==> config.mk <==
export PLATFORM = sky130hd
export DESIGN_NAME = ssis_ctrl
export DESIGN_NICKNAME = d
export VERILOG_FILES = /design/src/hw/rtl/supersample_image_scaler_core_macros.svh /design/src/hw/rtl/ssis_pkg.sv /design/src/hw/rtl/ssis_ctrl.sv
export SDC_FILE = /design/constraint.sdc
export NUM_CORES = 1
export LEC_CHECK = 0
export BUFFER_PORTS_ARGS = -buffer_cell sky130_fd_sc_hd__buf_4
export CAP_MARGIN = 30
export CORE_AREA = 2 2 39 41
export CTS_BUF_LIST = sky130_fd_sc_hd__clkbuf_8
export DETAILED_ROUTE_END_ITERATION = 10
export DIE_AREA = 0 0 41 43
export PLACE_DENSITY_LB_ADDON = 0.12
export SLEW_MARGIN = 20
export SYNTH_ARGS = -nofsm -noshare
export SYNTH_HDL_FRONTEND = slang
export SYNTH_SLANG_ARGS = --single-unit
==> constraint.sdc <==
create_clock -name clk -period 1.67 [get_ports clk]
set_clock_uncertainty 0.2 [all_clocks]
set_input_delay 0 -clock clk [delete_from_list [all_inputs] [get_ports clk]]
set_output_delay 0 -clock clk [all_outputs]
set_load 0.03 [all_outputs]
==> src/hw/rtl/supersample_image_scaler_core_macros.svh <==
// Assertion macros used by the scaler datapath.
`ifndef SUPERSAMPLE_IMAGE_SCALER_CORE_MACROS_SVH
`define SUPERSAMPLE_IMAGE_SCALER_CORE_MACROS_SVH

// Same-cycle implication, checked on every clock outside reset
`define SSIS_ASSERT_HOLDS(label, ante, cons, msg) \
	label: assert property (@(posedge clk) disable iff (!arst_n) (ante) |-> (cons)) \
		else $error(msg);

// Next-cycle implication, checked on every clock outside reset
`define SSIS_ASSERT_NEXT(label, ante, cons, msg) \
	label: assert property (@(posedge clk) disable iff (!arst_n) (ante) |=> (cons)) \
		else $error(msg);

`endif

==> src/hw/rtl/ssis_pkg.sv <==
// Shared types, constants and register indexes of the supersampling scaler.
package ssis_pkg;

	// Default sizing of the source store and the sample grid
	localparam int unsigned DEF_MAX_SRC_WIDTH  = 256;
	localparam int unsigned DEF_MAX_SRC_HEIGHT = 256;
	localparam int unsigned DEF_MAX_SAMPLES    = 8;

	// Field widths
	localparam int unsigned COLOR_W    = 8;
	localparam int unsigned COORD_W    = 8;
	localparam int unsigned DEST_W     = 12;
	localparam int unsigned DIM_W      = 9;
	localparam int unsigned SAMP_W     = 4;
	localparam int unsigned STEP_W     = 25;
	localparam int unsigned CFG_IDX_W  = 3;
	localparam int unsigned CFG_DATA_W = 25;

	// 22.16 positions: 12-bit coordinate times 25-bit step plus up to 16 substeps
	localparam int unsigned FRAC_BITS = 16;
	localparam int unsigned POS_W     = 38;
	localparam int unsigned IDX_W     = POS_W - FRAC_BITS;

	// Register indexes
	localparam logic [CFG_IDX_W-1:0] REG_SRC_WIDTH  = 3'd0;
	localparam logic [CFG_IDX_W-1:0] REG_SRC_HEIGHT = 3'd1;
	localparam logic [CFG_IDX_W-1:0] REG_SAMPLES    = 3'd2;
	localparam logic [CFG_IDX_W-1:0] REG_STEP_X     = 3'd3;
	localparam logic [CFG_IDX_W-1:0] REG_STEP_Y     = 3'd4;
	localparam logic [CFG_IDX_W-1:0] REG_SUBSTEP_X  = 3'd5;
	localparam logic [CFG_IDX_W-1:0] REG_SUBSTEP_Y  = 3'd6;

	// Register reset values
	localparam logic [DIM_W-1:0]  RST_SRC_WIDTH  = 9'd256;
	localparam logic [DIM_W-1:0]  RST_SRC_HEIGHT = 9'd256;
	localparam logic [SAMP_W-1:0] RST_SAMPLES    = 4'd2;
	localparam logic [STEP_W-1:0] RST_STEP       = 25'd65536;
	localparam logic [STEP_W-1:0] RST_SUBSTEP    = 25'd32768;

	// Operation codes
	localparam logic OP_LOAD    = 1'b0;
	localparam logic OP_REQUEST = 1'b1;

	// Controller states
	typedef enum logic [1:0] {
		ST_IDLE,
		ST_SAMPLE,
		ST_DRAIN,
		ST_DIVIDE
	} ssis_state_t;

	// Controller to datapath commands
	typedef struct packed {
		logic load_wr;
		logic start;
		logic issue;
		logic div_start;
		logic out_load;
	} ssis_cmd_t;

	// Datapath to controller status
	typedef struct packed {
		logic last_sample;
		logic pipe_busy;
		logic div_done;
		logic out_blocked;
	} ssis_status_t;

endpackage

==> src/hw/rtl/ssis_ctrl.sv <==
// Sequencing state machine of the scaler: loads, sample sweep, drain, divide.
module ssis_ctrl (
	input  logic                  clk,
	input  logic                  arst_n,
	input  logic                  in_valid,
	input  logic                  op,
	output logic                  in_stall,
	input  ssis_pkg::ssis_status_t status,
	output ssis_pkg::ssis_cmd_t    cmd
);
	import ssis_pkg::*;

	ssis_state_t state_q;
	ssis_state_t state_next;

	// State register
	always_ff @(posedge clk or negedge arst_n) begin
		if (!arst_n) begin
			state_q <= ST_IDLE;
		end else begin
			state_q <= state_next;
		end
	end

	// Next state and commands
	always_comb begin
		state_next = state_q;
		cmd        = '0;
		in_stall   = 1'b1;
		case (state_q)
			ST_IDLE: begin
				in_stall = 1'b0;
				if (in_valid) begin
					if (op == OP_REQUEST) begin
						cmd.start  = 1'b1;
						state_next = ST_SAMPLE;
					end else begin
						cmd.load_wr = 1'b1;
					end
				end
			end
			ST_SAMPLE: begin
				// one memory read per cycle over the grid
				cmd.issue = 1'b1;
				if (status.last_sample) begin
					state_next = ST_DRAIN;
				end
			end
			ST_DRAIN: begin
				if (!status.pipe_busy) begin
					cmd.div_start = 1'b1;
					state_next    = ST_DIVIDE;
				end
			end
			ST_DIVIDE: begin
				if (status.div_done && !status.out_blocked) begin
					cmd.out_load = 1'b1;
					state_next   = ST_IDLE;
				end
			end
			default: begin
				state_next = ST_IDLE;
			end
		endcase
	end

endmodule

# After elaboration in Yosys (flattened, before gate mapping)
# Index checks and enable logic that the tools add are counted.
[classes]
addsub = 0
multipliers = 0
div_mod_pow = 0
order_cmp = 0
n_eq_ne = 8
shift = 0
n_mux = 16
bitwise_logic = 0
n_reduce_logical = 4
[op_table]
columns = ["op", "count"]
rows = [
  ["2-bit two-way mux", 7],
  ["2-bit != test (second input constant)", 5],
  ["1-bit two-way mux", 8],
  ["2-bit case mux with 4 select lines", 1],
  ["5-bit AND reduction", 1],
  ["2-bit == test (second input constant)", 2],
  ["2-bit by 1-bit == test with 1-bit output (second input constant)", 1],
  ["2-bit logical NOT", 1],
  ["1-bit logical AND", 1],
  ["1-bit logical NOT", 1],
]
[word_totals]
ff_bits = 2
latch_bits = 0
ram_bits = 0
romBits = 0
output_inout_bits = 6
n_memories = 0

# Depth between registers and ports, before layout
[logic_depth]
word_depth = 4
depth_mapped = 5
depth_no_buf = 5

# Worst setup path before layout
# OpenSTA, ideal clock, no wires.
[synth_timing]
path_kind = "register to register"
startpoint = "register state_q[1]"
endpoint = "register state_q[1]"
arrival_time_ns = 1.576
setup_slack_ns = -0.231
path_stages_with_launch = 6
synth_period_minus_slack_ns = 1.901
path_cell_list = "dfrtp_1 inv_1 ha_1 nor2b_1 a2111oi_4 mux2_4"
[synth_via]
elab_chain_cells = 3
elab_cells_between_ends = 11
cone_classes = "eq/ne: 8; mux: 1; reduce/logical: 2"
[synth_lines]
columns = ["item", "line", "text"]
rows = [
  ["start: declaration", "ssis_ctrl.sv:13", "ssis_state_t state_q;"],
  ["start signal: assignment", "ssis_ctrl.sv:21", "state_q <= state_next;"],
  ["2-bit == test, or another cell as far along", "ssis_ctrl.sv:30", "case (state_q)"],
  ["2-bit != test (no source line)", "-", ""],
  ["5-bit AND reduction (no source line)", "-", ""],
]
# Parallel ways exist; a longest one is shown, timed or not.
# A chain may end at the register's enable or synchronous reset.

# Worst setup path after layout
[layout_timing]
startpoint = "register state_q[0]"
endpoint = "register state_q[1]"
# Same word-level chain as after synthesis.

==> reports/results.tsv <==
stage	metric	value	unit
outcome	run status	finished with violations	
timing	Final Hold Fails	0	
pwr	Pint	0.0006460	W
critical_path	slack of the worst reg-to-reg path	-0.09	ns
timing	Final Slew Violations	0	
pwr	Switching Fraction	0.3676	
floorplanning	core area	1384	um2
global_routing	gr usage total	0.08317	
pwr	Worst IR Drop VDD	0.8839	mV
global_routing	pin count of the biggest net entering global routing	5	
cts	Worst-path clk slew	0.03	ns
critical_path	worst path arrival time	1.64	ns
placed_design	Placed Area	450.4	um2
timing	PnR worst setup slack	-0.08777	ns
job	max-cap viol count	0	
cts	Inserted Clock Buffers	3	
layout	Fillers	143	
routing	DRT iter0 DRCs	0	
outcome	failing checks	setup timing	
pwr	Clock power frac	0.185	
floorplanning	Die H	43	um
floorplanning	# rows	14	
routing	Routed WL	604	um
layout	biggest regs	state_q: 2 flops	
critical_path	reg2reg start	state_q[0]	
pwr	sequential power share	0.102	
pwr	Lkg Pwr	0.2719	nW
routing	TritonRoute pass-1 iters	1	
layout	most flop-heavy register	state_q	
routing	via count	257	
critical_path	WS Path Type	reg2reg	
routing	vias per cell	3.836	
logic_synthesis	Syn Nets	37	
timing	RSZ-0062 raised after global routing	true	
logic_synthesis	Post-Syn Area	244.0	um2
worst_hold_path	Hold Crit Class	in2out	
worst_hold_path	hold worst-path end	cmd[1]	
layout	Layout Nets	66	
cts	latest clock arrival within the worst-skew pair	0.21	ns
cts	htree depth	1	
placed_design	HPWL after detailed placement	477.5	um
layout	area of the multi-input gates	225.2	um2
logic_synthesis	Yosys warnings	0	
logic_synthesis	#FFs+latches synth	2	
critical_path	Crit. End Element	register	
timing	Fin Setup TNS	-0.1589	ns
timing	Tcrit/Tclk final	1.053	
placed_design	GPL Wtd Cong	0.6867	
timing	Max-slew headroom	0.7937	
pwr	net switching power	0.0003755	W
worst_hold_path	Worst Hold Depth	3	
floorplanning	Initial Utilization	0.1763	
floorplanning	Ports	14	
timing	measured slew at the worst slew-check pin	0.3094	ns
floorplanning	DIE AREA	1763	um2
global_routing	first-pass GRT wire length	959	um
floorplanning	die width	41	um
layout	share of cells above drive strength 1	0.7059	
global_routing	initial antenna violation count	0	
timing	fmax	0.5689	GHz
timing	Tmin final	1.758	ns
placed_design	Port Buf Inserts	13	
critical_path	crit-path max FO	2	
worst_hold_path	HP Start	status[2]	
logic_synthesis	Distinct cells, synth	13	
global_routing	vias in the first global route	272	
routing	drt wl/cell	9.015	um
logic_synthesis	Seq/Total Area, Yosys	0.2051	
placed_design	total placed cells including tap cells	60	
critical_path	WP data required	1.56	ns
layout	Final Cell Area	540.5	um2
critical_path	type of origin of the critical path	register	
cts	CTS tree	done	
logic_synthesis	synthesized instance count	24	
layout	Finished Layout Cells	67	
layout	Reg area	50.05	um2
logic_synthesis	syn_area_per_cell	10.17	um2
routing	DRC violations left	0	
global_routing	total grt overflow	0	
layout	ANT cells	0	
cts	Clock Path Buffers	2	
pwr	Logic pwr share	0.712	
layout	Largest register FFs	2	
layout	area delta synth->final	121.5	%
critical_path	worst r2r dst	state_q[1]	
cts	Clock Sinks	2	
routing	post-route ant nets	0	
cts	Clock Root Buffer	clkbuf_8	
timing	endpoints failing setup	2	
pwr	Cell Pwr Density	1890	nW/um2
pwr	total power	0.001022	W
critical_path	Reg2Reg Depth	5	
## power groups by stage
stage / logic, W / clock network, W / registers (W)
final: 0.000728 / 0.000189 / 0.000104
after global routing: 0.000792 / 0.000199 / 0.000106
after CTS: 0.000743 / 0.000195 / 0.000105
after detailed placement: 0.000668 / 0 / 0.000114
after global placement: 0.000660 / 0 / 0.000113
after floorplan: 0.000428 / 0 / 0.000107
## layer usage
metal	track usage	vias up	wire, um
met3	0.01571	2	58
li1	-	134	-
met4	0.08000	0	14
met1	0.07029	110	205
met5	0	-	0
met2	0.1438	11	326
## worst max path at each step
stage          slack (ns)  cells past startpoint  startpoint          to
3_3_place_gp        -0.13                      5  state_q[0]  state_q[1]
6_report            -0.09                      5  state_q[0]  state_q[1]
5_1_grt             -0.16                      5  state_q[1]  state_q[0]
2_1_floorplan       -0.12                      5  state_q[0]  state_q[1]
3_5_place_dp        -0.16                      5  state_q[0]  state_q[1]
4_1_cts             -0.11                      4  state_q[1]  state_q[1]
## synth_stat cells, drive strengths merged
| cell type | n | share of area |
|---|---|---|
| nand2 | 1 | 0.015 |
| ha | 5 | 0.26 |
| nor2b | 2 | 0.051 |
| nor2 | 3 | 0.046 |
| dfrtp | 2 | 0.21 |
| mux2i | 1 | 0.041 |
| a2111oi | 1 | 0.11 |
| nand2b | 1 | 0.056 |
| inv | 4 | 0.062 |
| and3 | 1 | 0.026 |
| and2 | 1 | 0.036 |
| mux2 | 1 | 0.062 |
| a21boi | 1 | 0.031 |
## cells in the final DEF (no fill, tap or decap), types with 2 or more instances in the layout
cell type and instances:
clkbuf_8 3, ha_4 2, inv_2 2, dfrtp_1 2, nor2_1 3, inv_1 2, ha_1 2, buf_4 21
dlygate4sd3_1 2
## what timing repair did
action	in CTS	in global routing
cloned	0	0
gates resized for setup	4	0
hold endpoints to repair	2	0
setup buffers	2	0
endpoints found under the setup margin	2	2
pin swaps	3	1
hold buffers	2	0
## worst max-delay path, cell delays in order (launching register included)
cell       delay (ns)
dfrtp_1          0.39
buf_6            0.13
ha_4             0.15
nor2b_4          0.12
a2111oi_4        0.32
mux2_4           0.33
## through the flow
stage	util	hold slack, ns	worst slack [ns]
2_1_floorplan	-	-0.4956	-0.1196
3_3_place_gp	0.3255	-0.4161	-0.1315
3_5_place_dp	0.3255	-0.4156	-0.1576
4_1_cts	0.3906	0.07424	-0.1084
5_1_grt	0.3906	0.09627	-0.1632
6_report	0.3906	0.07292	-0.08777
## area by class of cell
cell class | count | area share
clock buffers | 3 | 0.07639
well taps | 16 | 0.03704
flip-flops and latches | 2 | 0.09259
inverters | 4 | 0.02778
multi-input cells | 18 | 0.4167
repair buffers | 24 | 0.3495
## cell families after synthesis
family                   after synthesis  synth area share
AO/OA/AOI/OAI                          2            0.1436
adder cells (fa/ha/maj)                5            0.2564
buffers and inverters                  4           0.06152
flip-flops                             2            0.2051
multiplexers                           2            0.1025
AND/OR/NAND/NOR                        9            0.2308
Note: power is estimated with default switching activity, not from simulation.
